`src/hw/rtl/dpq_pkg.sv`:
```
// ----------------------------------------------------------------------------
// Due-date priority queue package
// Shared types, field widths and codes for the due-date priority queue.
// ----------------------------------------------------------------------------
package dpq_pkg;

    localparam int DEFAULT_DEPTH = 16;

    localparam int MONTH_W = 4;
    localparam int DAY_W   = 6;
    localparam int LEN_W   = 8;
    localparam int TAG_W   = 16;

    localparam logic [MONTH_W-1:0] MONTH_MAX      = 4'd12;
    localparam logic [DAY_W-1:0]   DAY_MAX        = 6'd31;
    localparam logic [LEN_W-1:0]   NAME_LEN_RESET = 8'd12;

    localparam logic CMD_ENQ = 1'b0;
    localparam logic CMD_DEQ = 1'b1;

    typedef enum logic [1:0] {
        ST_OK      = 2'd0,
        ST_INVALID = 2'd1,
        ST_FULL    = 2'd2,
        ST_EMPTY   = 2'd3
    } status_t;

    typedef struct packed {
        logic [TAG_W-1:0]   tag;
        logic [MONTH_W-1:0] month;
        logic [DAY_W-1:0]   day;
    } entry_t;

endpackage

```
`src/hw/rtl/dpq_store.sv`:
```
// ----------------------------------------------------------------------------
// Entry store
// Single write port, single registered read port memory holding queue entries.
// ----------------------------------------------------------------------------
module dpq_store
    import dpq_pkg::*;
#(
    parameter int QUEUE_DEPTH = DEFAULT_DEPTH,
    parameter int PW          = $clog2(QUEUE_DEPTH)
)
(
    input  logic          clk,
    input  logic          wr_en,
    input  logic [PW-1:0] wr_addr,
    input  entry_t        wr_data,
    input  logic          rd_en,
    input  logic [PW-1:0] rd_addr,
    output entry_t        rd_data
);

    entry_t mem [QUEUE_DEPTH];
    entry_t rd_data_reg;

    always_ff @(posedge clk)
    begin
        if (wr_en)
        begin
            mem[wr_addr] <= wr_data;
        end
    end

    always_ff @(posedge clk)
    begin
        if (rd_en)
        begin
            rd_data_reg <= mem[rd_addr];
        end
    end

    assign rd_data = rd_data_reg;

endmodule

```
`src/hw/rtl/dpq_date_cmp.sv`:
```
// ----------------------------------------------------------------------------
// Date comparator
// Compare unit: flags a stored date strictly later than the new date.
// ----------------------------------------------------------------------------
module dpq_date_cmp
    import dpq_pkg::*;
(
    input  logic [MONTH_W-1:0] a_month,
    input  logic [DAY_W-1:0]   a_day,
    input  logic [MONTH_W-1:0] b_month,
    input  logic [DAY_W-1:0]   b_day,
    output logic               a_after
);

    always_comb
    begin
        if (a_month != b_month)
        begin
            a_after = (a_month > b_month);
        end
        else
        begin
            a_after = (a_day > b_day);
        end
    end

endmodule

```
`src/hw/rtl/due_date_priority_queue.sv`:
```
// ----------------------------------------------------------------------------
// Due-date priority queue
// Bounded queue of tagged items kept in due-date order, earliest at the head.
// ----------------------------------------------------------------------------
// Usage:
//   Requests enter on in_valid/in_ready: command 0 enqueues an item
//   (due_month, due_day, name_length, item_tag), command 1 dequeues the
//   head. Each request gives exactly one result on out_valid/out_ready.
//   cfg_wr_en/cfg_wr_data set the longest accepted name length (reset 12).
//   Entries live in a circular memory with one write and one read port; an enqueue walks from
//   the tail towards the head, shifting later-dated entries up by one.
//   A rejected request (invalid, full, empty) goes straight to S_RESP.
//   A dequeue reads the head in S_RD and takes it in S_CMP. An enqueue
//   alternates S_RD and S_CMP, one read-then-compare step on the memory
//   port per entry moved, and writes the item once it reaches the head or
//   an entry that is not later; every result then passes S_RESP.
//   One request is in progress at a time; in_ready is high only when idle.
//   A finished result is held in the output register while out_ready is
//   low; the next request may be taken, but its result waits for the slot.
//   Reset empties the queue and restores the name length limit.
// ----------------------------------------------------------------------------
module due_date_priority_queue
    import dpq_pkg::*;
#(
    parameter int QUEUE_DEPTH = DEFAULT_DEPTH
)
(
    input  logic               clk,
    input  logic               rst_n,
    input  logic               cfg_wr_en,
    input  logic [LEN_W-1:0]   cfg_wr_data,
    input  logic               in_valid,
    output logic               in_ready,
    input  logic               command,
    input  logic [MONTH_W-1:0] due_month,
    input  logic [DAY_W-1:0]   due_day,
    input  logic [LEN_W-1:0]   name_length,
    input  logic [TAG_W-1:0]   item_tag,
    output logic               out_valid,
    input  logic               out_ready,
    output logic               accepted,
    output logic [1:0]         status,
    output logic [TAG_W-1:0]   out_tag,
    output logic [MONTH_W-1:0] out_month,
    output logic [DAY_W-1:0]   out_day
);

    localparam int PW = (QUEUE_DEPTH > 1) ? $clog2(QUEUE_DEPTH) : 1;
    localparam int CW = $clog2(QUEUE_DEPTH + 1);
    localparam logic [PW:0]   DEPTH_P = (PW+1)'(QUEUE_DEPTH);
    localparam logic [CW-1:0] DEPTH_C = CW'(QUEUE_DEPTH);
    localparam logic [PW-1:0] LAST_P  = PW'(QUEUE_DEPTH - 1);

    typedef enum logic [3:0] {
        S_IDLE = 4'b0001,
        S_RD   = 4'b0010,
        S_CMP  = 4'b0100,
        S_RESP = 4'b1000
    } state_t;

    state_t           state_reg, state_next;
    logic [CW-1:0]    count_reg, count_next;
    logic [PW-1:0]    head_reg, head_next;
    logic [PW-1:0]    pos_reg, pos_next;
    logic [LEN_W-1:0] max_len_reg;
    logic             cmd_reg, cmd_next;
    entry_t           item_reg, item_next;

    logic             res_acc_reg, res_acc_next;
    status_t          res_st_reg, res_st_next;
    entry_t           res_entry_reg, res_entry_next;

    logic             out_valid_reg;
    logic             out_acc_reg;
    status_t          out_st_reg;
    entry_t           out_entry_reg;

    logic             wr_en;
    logic [PW-1:0]    wr_addr;
    entry_t           wr_data;
    logic             rd_en;
    logic [PW-1:0]    rd_addr;
    entry_t           rd_data;
    logic             stored_after;

    logic [PW:0]      wr_sum;
    logic [PW:0]      rd_sum;
    logic [PW-1:0]    wr_phys;
    logic [PW-1:0]    rd_phys;
    logic [PW-1:0]    pos_dec;
    logic             item_ok;
    logic             in_xfer;
    logic             out_free;

    dpq_store #(
        .QUEUE_DEPTH (QUEUE_DEPTH),
        .PW          (PW)
    ) u_store (
        .clk     (clk),
        .wr_en   (wr_en),
        .wr_addr (wr_addr),
        .wr_data (wr_data),
        .rd_en   (rd_en),
        .rd_addr (rd_addr),
        .rd_data (rd_data)
    );

    dpq_date_cmp u_cmp (
        .a_month (rd_data.month),
        .a_day   (rd_data.day),
        .b_month (item_reg.month),
        .b_day   (item_reg.day),
        .a_after (stored_after)
    );

    assign in_ready = (state_reg == S_IDLE);
    assign in_xfer  = in_valid && in_ready;
    assign out_free = !out_valid_reg || out_ready;

    assign item_ok = (due_month <= MONTH_MAX) && (due_day <= DAY_MAX) &&
                     (name_length != '0) && (name_length <= max_len_reg);

    // logical slot to memory address, wrapping once past the end
    assign pos_dec = pos_reg - PW'(1);
    assign wr_sum  = {1'b0, head_reg} + {1'b0, pos_reg};
    assign rd_sum  = {1'b0, head_reg} + {1'b0, pos_dec};
    assign wr_phys = (wr_sum >= DEPTH_P) ? PW'(wr_sum - DEPTH_P) : wr_sum[PW-1:0];
    assign rd_phys = (rd_sum >= DEPTH_P) ? PW'(rd_sum - DEPTH_P) : rd_sum[PW-1:0];

    always_comb
    begin
        state_next     = state_reg;
        count_next     = count_reg;
        head_next      = head_reg;
        pos_next       = pos_reg;
        cmd_next       = cmd_reg;
        item_next      = item_reg;
        res_acc_next   = res_acc_reg;
        res_st_next    = res_st_reg;
        res_entry_next = res_entry_reg;
        wr_en          = 1'b0;
        wr_addr        = wr_phys;
        wr_data        = item_reg;
        rd_en          = 1'b0;
        rd_addr        = rd_phys;

        case (state_reg)
            S_IDLE:
            begin
                if (in_xfer)
                begin
                    cmd_next       = command;
                    item_next      = '{tag: item_tag, month: due_month, day: due_day};
                    pos_next       = count_reg[PW-1:0];
                    res_acc_next   = 1'b0;
                    res_st_next    = ST_OK;
                    res_entry_next = '0;
                    if (command == CMD_ENQ)
                    begin
                        if (!item_ok)
                        begin
                            res_st_next = ST_INVALID;
                            state_next  = S_RESP;
                        end
                        else if (count_reg == DEPTH_C)
                        begin
                            res_st_next = ST_FULL;
                            state_next  = S_RESP;
                        end
                        else
                        begin
                            state_next = S_RD;
                        end
                    end
                    else
                    begin
                        if (count_reg == '0)
                        begin
                            res_st_next = ST_EMPTY;
                            state_next  = S_RESP;
                        end
                        else
                        begin
                            state_next = S_RD;
                        end
                    end
                end
            end
            S_RD:
            begin
                if (cmd_reg == CMD_DEQ)
                begin
                    rd_en      = 1'b1;
                    rd_addr    = head_reg;
                    state_next = S_CMP;
                end
                else if (pos_reg == '0)
                begin
                    // insert at the head
                    wr_en        = 1'b1;
                    count_next   = count_reg + CW'(1);
                    res_acc_next = 1'b1;
                    state_next   = S_RESP;
                end
                else
                begin
                    rd_en      = 1'b1;
                    state_next = S_CMP;
                end
            end
            S_CMP:
            begin
                if (cmd_reg == CMD_DEQ)
                begin
                    res_acc_next   = 1'b1;
                    res_entry_next = rd_data;
                    head_next      = (head_reg == LAST_P) ? '0 : head_reg + PW'(1);
                    count_next     = count_reg - CW'(1);
                    state_next     = S_RESP;
                end
                else if (stored_after)
                begin
                    // shift the later entry up one slot
                    wr_en      = 1'b1;
                    wr_data    = rd_data;
                    pos_next   = pos_dec;
                    state_next = S_RD;
                end
                else
                begin
                    wr_en        = 1'b1;
                    count_next   = count_reg + CW'(1);
                    res_acc_next = 1'b1;
                    state_next   = S_RESP;
                end
            end
            S_RESP:
            begin
                if (out_free)
                begin
                    state_next = S_IDLE;
                end
            end
            default:
            begin
                state_next = S_IDLE;
            end
        endcase
    end

    always_ff @(posedge clk or negedge rst_n)
    begin
        if (!rst_n)
        begin
            state_reg     <= S_IDLE;
            count_reg     <= '0;
            head_reg      <= '0;
            max_len_reg   <= NAME_LEN_RESET;
            out_valid_reg <= 1'b0;
        end
        else
        begin
            state_reg <= state_next;
            count_reg <= count_next;
            head_reg  <= head_next;
            if (cfg_wr_en)
            begin
                max_len_reg <= cfg_wr_data;
            end
            if ((state_reg == S_RESP) && out_free)
            begin
                out_valid_reg <= 1'b1;
            end
            else if (out_ready)
            begin
                out_valid_reg <= 1'b0;
            end
        end
    end

    always_ff @(posedge clk)
    begin
        pos_reg       <= pos_next;
        cmd_reg       <= cmd_next;
        item_reg      <= item_next;
        res_acc_reg   <= res_acc_next;
        res_st_reg    <= res_st_next;
        res_entry_reg <= res_entry_next;
        if ((state_reg == S_RESP) && out_free)
        begin
            out_acc_reg   <= res_acc_reg;
            out_st_reg    <= res_st_reg;
            out_entry_reg <= res_entry_reg;
        end
    end

    assign out_valid = out_valid_reg;
    assign accepted  = out_acc_reg;
    assign status    = out_st_reg;
    assign out_tag   = out_entry_reg.tag;
    assign out_month = out_entry_reg.month;
    assign out_day   = out_entry_reg.day;

endmodule

```
`config.mk`:
```
export PLATFORM = sky130hd
export DESIGN_NAME = due_date_priority_queue
export DESIGN_NICKNAME = d
export VERILOG_FILES = /design/src/hw/rtl/dpq_pkg.sv /design/src/hw/rtl/dpq_store.sv /design/src/hw/rtl/dpq_date_cmp.sv /design/src/hw/rtl/due_date_priority_queue.sv
export SDC_FILE = /design/constraint.sdc
export NUM_CORES = 1
export LEC_CHECK = 0
export BUFFER_PORTS_ARGS = -buffer_cell sky130_fd_sc_hd__buf_2
export CAP_MARGIN = 20
export CORE_ASPECT_RATIO = 0.7
export CORE_MARGIN = 2
export CORE_UTILIZATION = 50
export CTS_CLUSTER_DIAMETER = 40
export DETAILED_ROUTE_END_ITERATION = 8
export PLACE_DENSITY = 0.69
export SLEW_MARGIN = 20
export SYNTH_ARGS = -nofsm -noshare
export SYNTH_HDL_FRONTEND = slang
export SYNTH_HIERARCHICAL = 1
export SYNTH_SLANG_ARGS = --single-unit
```
`constraint.sdc`:
```
create_clock -name clk -period 4.6 [get_ports clk]
set_clock_uncertainty 0.2 [all_clocks]
set_input_delay 0.23 -clock clk [delete_from_list [all_inputs] [get_ports clk]]
set_output_delay 0.23 -clock clk [all_outputs]
set_load 0.01 [all_outputs]
```
==> reports/results.txt, run 1 <==
CP Depth: 7
slack of the worst reg-to-reg path: 920 ps
M1 WL: 20,300 um
actual slew at the worst max-slew pin: 1010 ps
Buf/Inv on CP: 1
status: completed
hold slack: 129 ps
gr usage total: 21.1%
Worst Path Arrival: 3810 ps
synthesized area: 21,800 sq um
initial DRC count: 1,124
number of flops mapped to enable cells by yosys: 531
peak supply drop: 0.365 mV
critical path's most frequent cell: nand2_1
Via density: 5.72
sequential area share after synthesis: 75.7%
max_cap viols: 0
max frequency: 0.272 GHz
number of flip-flops in the largest register: 416
pin count of the biggest net entering global routing: 61
worst path cell trace: nor4b_2 -> nand2_1 -> mux2_8 -> buf_12 -> mux4_1 -> a22oi_1 -> nand2_1
Die Wd: 254 um
antenna cells: 0
number of global-route vias before repair: 10,782
Crit Path Max Fanout: 41
Starting Density: 51.1%
Top Metal Used: met5
Post-CTS Hold Fix Bufs: 55
fraction of layout cells with a size suffix above 1: 23.1%
FF+latch area: 16,500 sq um
Max Slew Vio Count: 0
first-pass GRT wire length: 69,100 um
r2r startpoint: state_reg[2]
total power: 0.0134 W
Clock Latency Late Sink: 580 ps
synthesized flop and latch total: 553
DRT antenna net count: 0
R2R Path End: u_store/rd_data[20]
crit end category: flop
root buf cell: clkbuf_16
Final Worst Setup Slack: 923 ps
Die ar.: 45,300 sq um
cells after synthesis: 1,064
DR WL/cell: 24.5 um
clk slew on worst S/H paths: 60 ps
I/O Pins: 79
Final #Nets: 1,324
setup TNS: 0 ps
Overflow after GRT: 0
R2R depth: 7
H-Tree Depth: 2
met3 WL: 3810 um
RSZ-0062 raised after global routing: false
Die Y: 179 um
CP top delay family: multiplexers
Hold Violations, Final: 0
Mapped Avg Cell Area: 20.5 sq um
Worst Hold End: state_reg[1]
Worst Hold Class: primary input to flop
TritonCTS clock tree: built
Pwr per Cell Area: 525 nW/um^2
CTS Buf Count: 54
fillers: 3,028
DRC: 0
clk buf depth: 3
critical path type: flop to flop
Post-CTS Setup Inserts: 0
hold path start: name_length[7]
ys async rst share: 3.98%
Hold Crit Depth: 5
Clock Sinks: 553
Final setup viols: 0
Biggest register: u_store/mem
Mapped Nets: 1,142
first drt pass iteration count: 5
Layout area overhead: 16.9%
fin crit share: 79.9%
Synth cell types: 57
met2 routed WL: 21,000 um
slowest stage delay, CP: 640 ps
P_leak: 8.72 nW
I/O Buffers: 78
DPL Wire Length: 25,400 um
startpoint types: flop
prevailing post-synth register cell: edfxtp_1
Warnings, synthesis: 6
PostCTS Resize Cnt: 0
Placer Congestion: 0.778
routed wire length: 46,000 um
Core ar.: 42,600 sq um
min cycle time layout: 3680 ps
relative max-transition margin: 32.8%
area used by multi-input combinational logic: 5010 sq um
Worst Path Required: 4730 ps
Cell Rows: 63
CP max-delay cell: mux2_8
initial antenna violation count: 1
dpl ws: 821 ps
via count: 10,730
area by class of cell:
cell class	count	share of cell area [%]
Tap cell	585	2.87
Multi-Input combinational cell	434	19.7
Clock buffer	75	5.82
Inverter	34	0.501
Clock inverter	25	1.15
Sequential cell	553	64.8
Timing Repair Buffer	169	5.21
stage by stage:
stage | instances | util [%] | cell area (sq um)
2_1_floorplan | 1064 | - | 21800
3_3_place_gp | 1718 | 54.2 | 23100
3_5_place_dp | 1718 | 54.2 | 23100
4_1_cts | 1873 | 59.6 | 25400
5_1_grt | 1875 | 59.7 | 25500
6_report | 1875 | 59.7 | 25500
cells by family (layout without fill, tap and decap cells):
group                    Yosys count  count (layout)  synth area share, %
XOR/XNOR                          14              14                0.562
buffers and inverters             77             303                 2.00
AO/OA/AOI/OAI                    103             103                 3.29
AND/OR/NAND/NOR                  153             153                 3.76
multiplexers                     134             134                 12.9
adder cells (fa/ha/maj)           30              30                 1.79
flip-flops                       553             553                 75.7
worst max path at each step:
stage	endpoint	start
after floorplan	u_store/mem[0][0]	state_reg[1]
after global placement	u_store/rd_data[20]	state_reg[2]
after detailed placement	u_store/rd_data[18]	state_reg[2]
after CTS	u_store/rd_data[21]	state_reg[1]
after global routing	u_store/rd_data[20]	state_reg[1]
final	u_store/rd_data[20]	state_reg[2]
power by group:
part	total (W)	switching, W	internal, W
Sequential	0.00611	0.0000949	0.00601
Combinational	0.00285	0.00161	0.00124
Clock	0.00442	0.00186	0.00256
cell usage in the layout, fill, tap and decap left out, types with 4 or more instances in the layout:
cell,netlist,layout
edfxtp_1,531,531
buf_2,14,78
mux4_2,68,68
clkbuf_16,0,56
dlygate4sd3_1,0,55
nand2_1,53,53
a22oi_1,52,52
mux4_1,36,36
inv_1,34,34
and2_1,29,29
ha_1,28,28
buf_4,0,28
mux2_1,27,26
dfrtp_1,19,19
o21ai_0,19,18
clkbuf_1,18,18
xnor2_1,11,11
nor2_1,23,10
nor2_4,0,10
a21oi_1,9,9
inv_6,0,7
nand2b_1,6,6
buf_12,7,6
a21o_1,5,5
bufinv_16,0,5
nand3b_1,4,4
nor2b_1,8,4
nor3_2,0,4
cells in the mapped netlist, types with 7 or more instances:
library cell | n | share of area (%)
a21oi_1 | 9 | 0.21
a22oi_1 | 52 | 1.8
and2_1 | 29 | 0.83
buf_12 | 7 | 0.64
buf_2 | 14 | 0.32
clkbuf_1 | 18 | 0.31
dfrtp_1 | 19 | 2.2
edfxtp_1 | 531 | 73
ha_1 | 28 | 1.6
inv_1 | 34 | 0.59
mux2_1 | 27 | 1.4
mux4_1 | 36 | 4.3
mux4_2 | 68 | 7.0
nand2_1 | 53 | 0.91
nor2_1 | 23 | 0.40
nor2b_1 | 8 | 0.23
nor3_1 | 7 | 0.16
o21ai_0 | 19 | 0.44
xnor2_1 | 11 | 0.44
worst reg2reg max path, cell delays in order, from the launching register on:
cell and delay (ps):
dfrtp_1 440, nor4b_2 510, nand2_1 320, mux2_8 640
buf_12 410, mux4_1 650, a22oi_1 170, nand2_1 80
metal layers:
metal,GRT usage (%),vias to the layer above
met4,5.28,4
met5,0,-
met1,31.5,5509
met2,32.4,420
met3,4.08,77
li1,-,4720
(Power assumes the default switching activity.)
==> run 2, diff against run 1 <==
clock period = 3 ns   (was 4.6 ns; I/O delays follow)
==> reports/results.txt, run 2 (same netlist as run 1, synthesis figures left out) <==
status: finished, violations left
failing checks: setup timing
Int Power: 0.0162 W
DRC: 0
crit end category: flop
max frequency: 0.333 GHz
Cell Rows: 63
Max Slew Vio Count: 0
antenna cells: 0
Die Wd: 254 um
I/O Buffers: 78
I/O Pins: 79
critical path type: flop to flop
gr usage total: 21.4%
Worst Path Required: 3120 ps
relative max-transition margin: 39.3%
fin crit share: 100%
commonest non-fill, non-tap cell in the layout: edfxtp_1
min cycle time layout: 3000 ps
fraction of layout cells with a size suffix above 1: 34.6%
Clock Latency Late Sink: 570 ps
combinational share of power: 28.7%
Clk pwr share: 29.6%
via count: 11,317
Starting Density: 51.1%
actual slew at the worst max-slew pin: 907 ps
Final #Nets: 1,410
Pwr per Cell Area: 827 nW/um^2
net switching power: 0.00619 W
Layout area overhead: 24.0%
total power: 0.0224 W
Die ar.: 45,300 sq um
Via density: 5.78
Worst Hold Class: primary input to flop
first drt pass iteration count: 5
Final setup viols: 1
Sw Share: 27.7%
Clock Sinks: 553
peak supply drop: 0.523 mV
routed wire length: 49,900 um
clk slew on worst S/H paths: 60 ps
TritonCTS clock tree: built
first-pass GRT wire length: 70,400 um
most frequent cells in the layout: 531 x edfxtp_1, 79 x mux4_2, 78 x buf_2
share of power burned in registers: 41.7%
Overflow after GRT: 0
initial antenna violation count: 0
Worst Path Arrival: 3130 ps
number of flip-flops in the largest register: 416
DPL Wire Length: 28,400 um
clk buf depth: 3
DRT antenna net count: 0
Biggest register: u_store/mem
slack of the worst reg-to-reg path: -2 ps
DR WL/cell: 25.5 um
hold slack: 51.5 ps
Die Y: 179 um
max_cap viols: 0
root buf cell: clkbuf_16
startpoint types: flop
Crit Path Max Fanout: 9
number of global-route vias before repair: 11,289
RSZ-0062 raised after global routing: true
setup TNS: -1.82 ps
pin count of the biggest net entering global routing: 38
initial DRC count: 1,235
Core ar.: 42,600 sq um
P_leak: 9.35 nW
H-Tree Depth: 2
Final Worst Setup Slack: -1.82 ps
Placer Congestion: 0.812
Hold Violations, Final: 0
CTS Buf Count: 52
run 2: cell types whose count changed in the layout (fill, tap and decap cells not counted), sizes merged:
cell,change
buf,+79
clkinv,+10
inv,-5
clkbuf,-2
bufinv,+1
clkinvlp,+1
run 2: cell type report:
class / instances / area [sq um]
tap: 585 / 732
clock buffer: 64 / 1390
timing repair buffer: 257 / 2590
clock inverter: 32 / 323
multi-input combinational: 434 / 5370
inverter: 34 / 130
fill: 2815 / 15600
sequential: 553 / 16500
run 2: timing repair:
action                                 in CTS  in global routing
hold buffers                               55                  0
resized for setup                           2                122
buffers inserted                            0                 10
pin swaps                                   0                 38
gates cloned                                0                 13
setup endpoints to repair                  18                469
endpoints found under the hold margin      67                  0
run 2: through the flow:
stage | cells | utilization [%] | cell area [sq um] | setup slack (ps)
global route | 1959 | 63.4 | 27000 | -119
CTS | 1935 | 61.5 | 26200 | 24.8
detailed placement | 1784 | 56.2 | 24000 | -56.2
floorplan | 1064 | - | 21900 | -229
global placement | 1784 | 56.2 | 24000 | 40.4
finish | 1959 | 63.4 | 27000 | -1.82
run 2: worst max-delay path, stage by stage (launching register included):
cell      delay, ps
edfxtp_1        370
inv_2            70
ha_4            270
inv_4            40
buf_6           110
fa_1            490
nand2_2          60
o21ai_4         170
buf_12          220
buf_12          150
mux4_2          330
a22oi_2         210
nand2_1          70
run 2: worst paths after layout:
kind | from | endpoint | cells after the start
max | pos_reg[0] | u_store/rd_data[23] | 12
min in group asynchronous | rst_n | max_len_reg[2] | 3
max reg2reg | pos_reg[0] | u_store/rd_data[23] | 12
min | name_length[3] | state_reg[1] | 6
max in group asynchronous | rst_n | state_reg[1] | 4
min reg2reg | res_acc_reg | accepted | 0
run 2: metal layers:
layer  vias to the layer above  wire [um]  global-route usage (%)
li1                       4890          -                       -
met1                      5896      22000                    31.9
met2                       449      23200                    33.1
met3                        82       3800                    3.86
met4                         0        985                    5.45
met5                         -          0                       0
run 2: power groups by stage:
stage / logic, W / registers [W] / clock network (W)
floorplan: 0.00317 / 0.00950 / 0
global placement: 0.00486 / 0.00949 / 0
detailed placement: 0.00495 / 0.00949 / 0
CTS: 0.00504 / 0.00933 / 0.00675
global route: 0.00684 / 0.00935 / 0.00705
finish: 0.00642 / 0.00933 / 0.00662
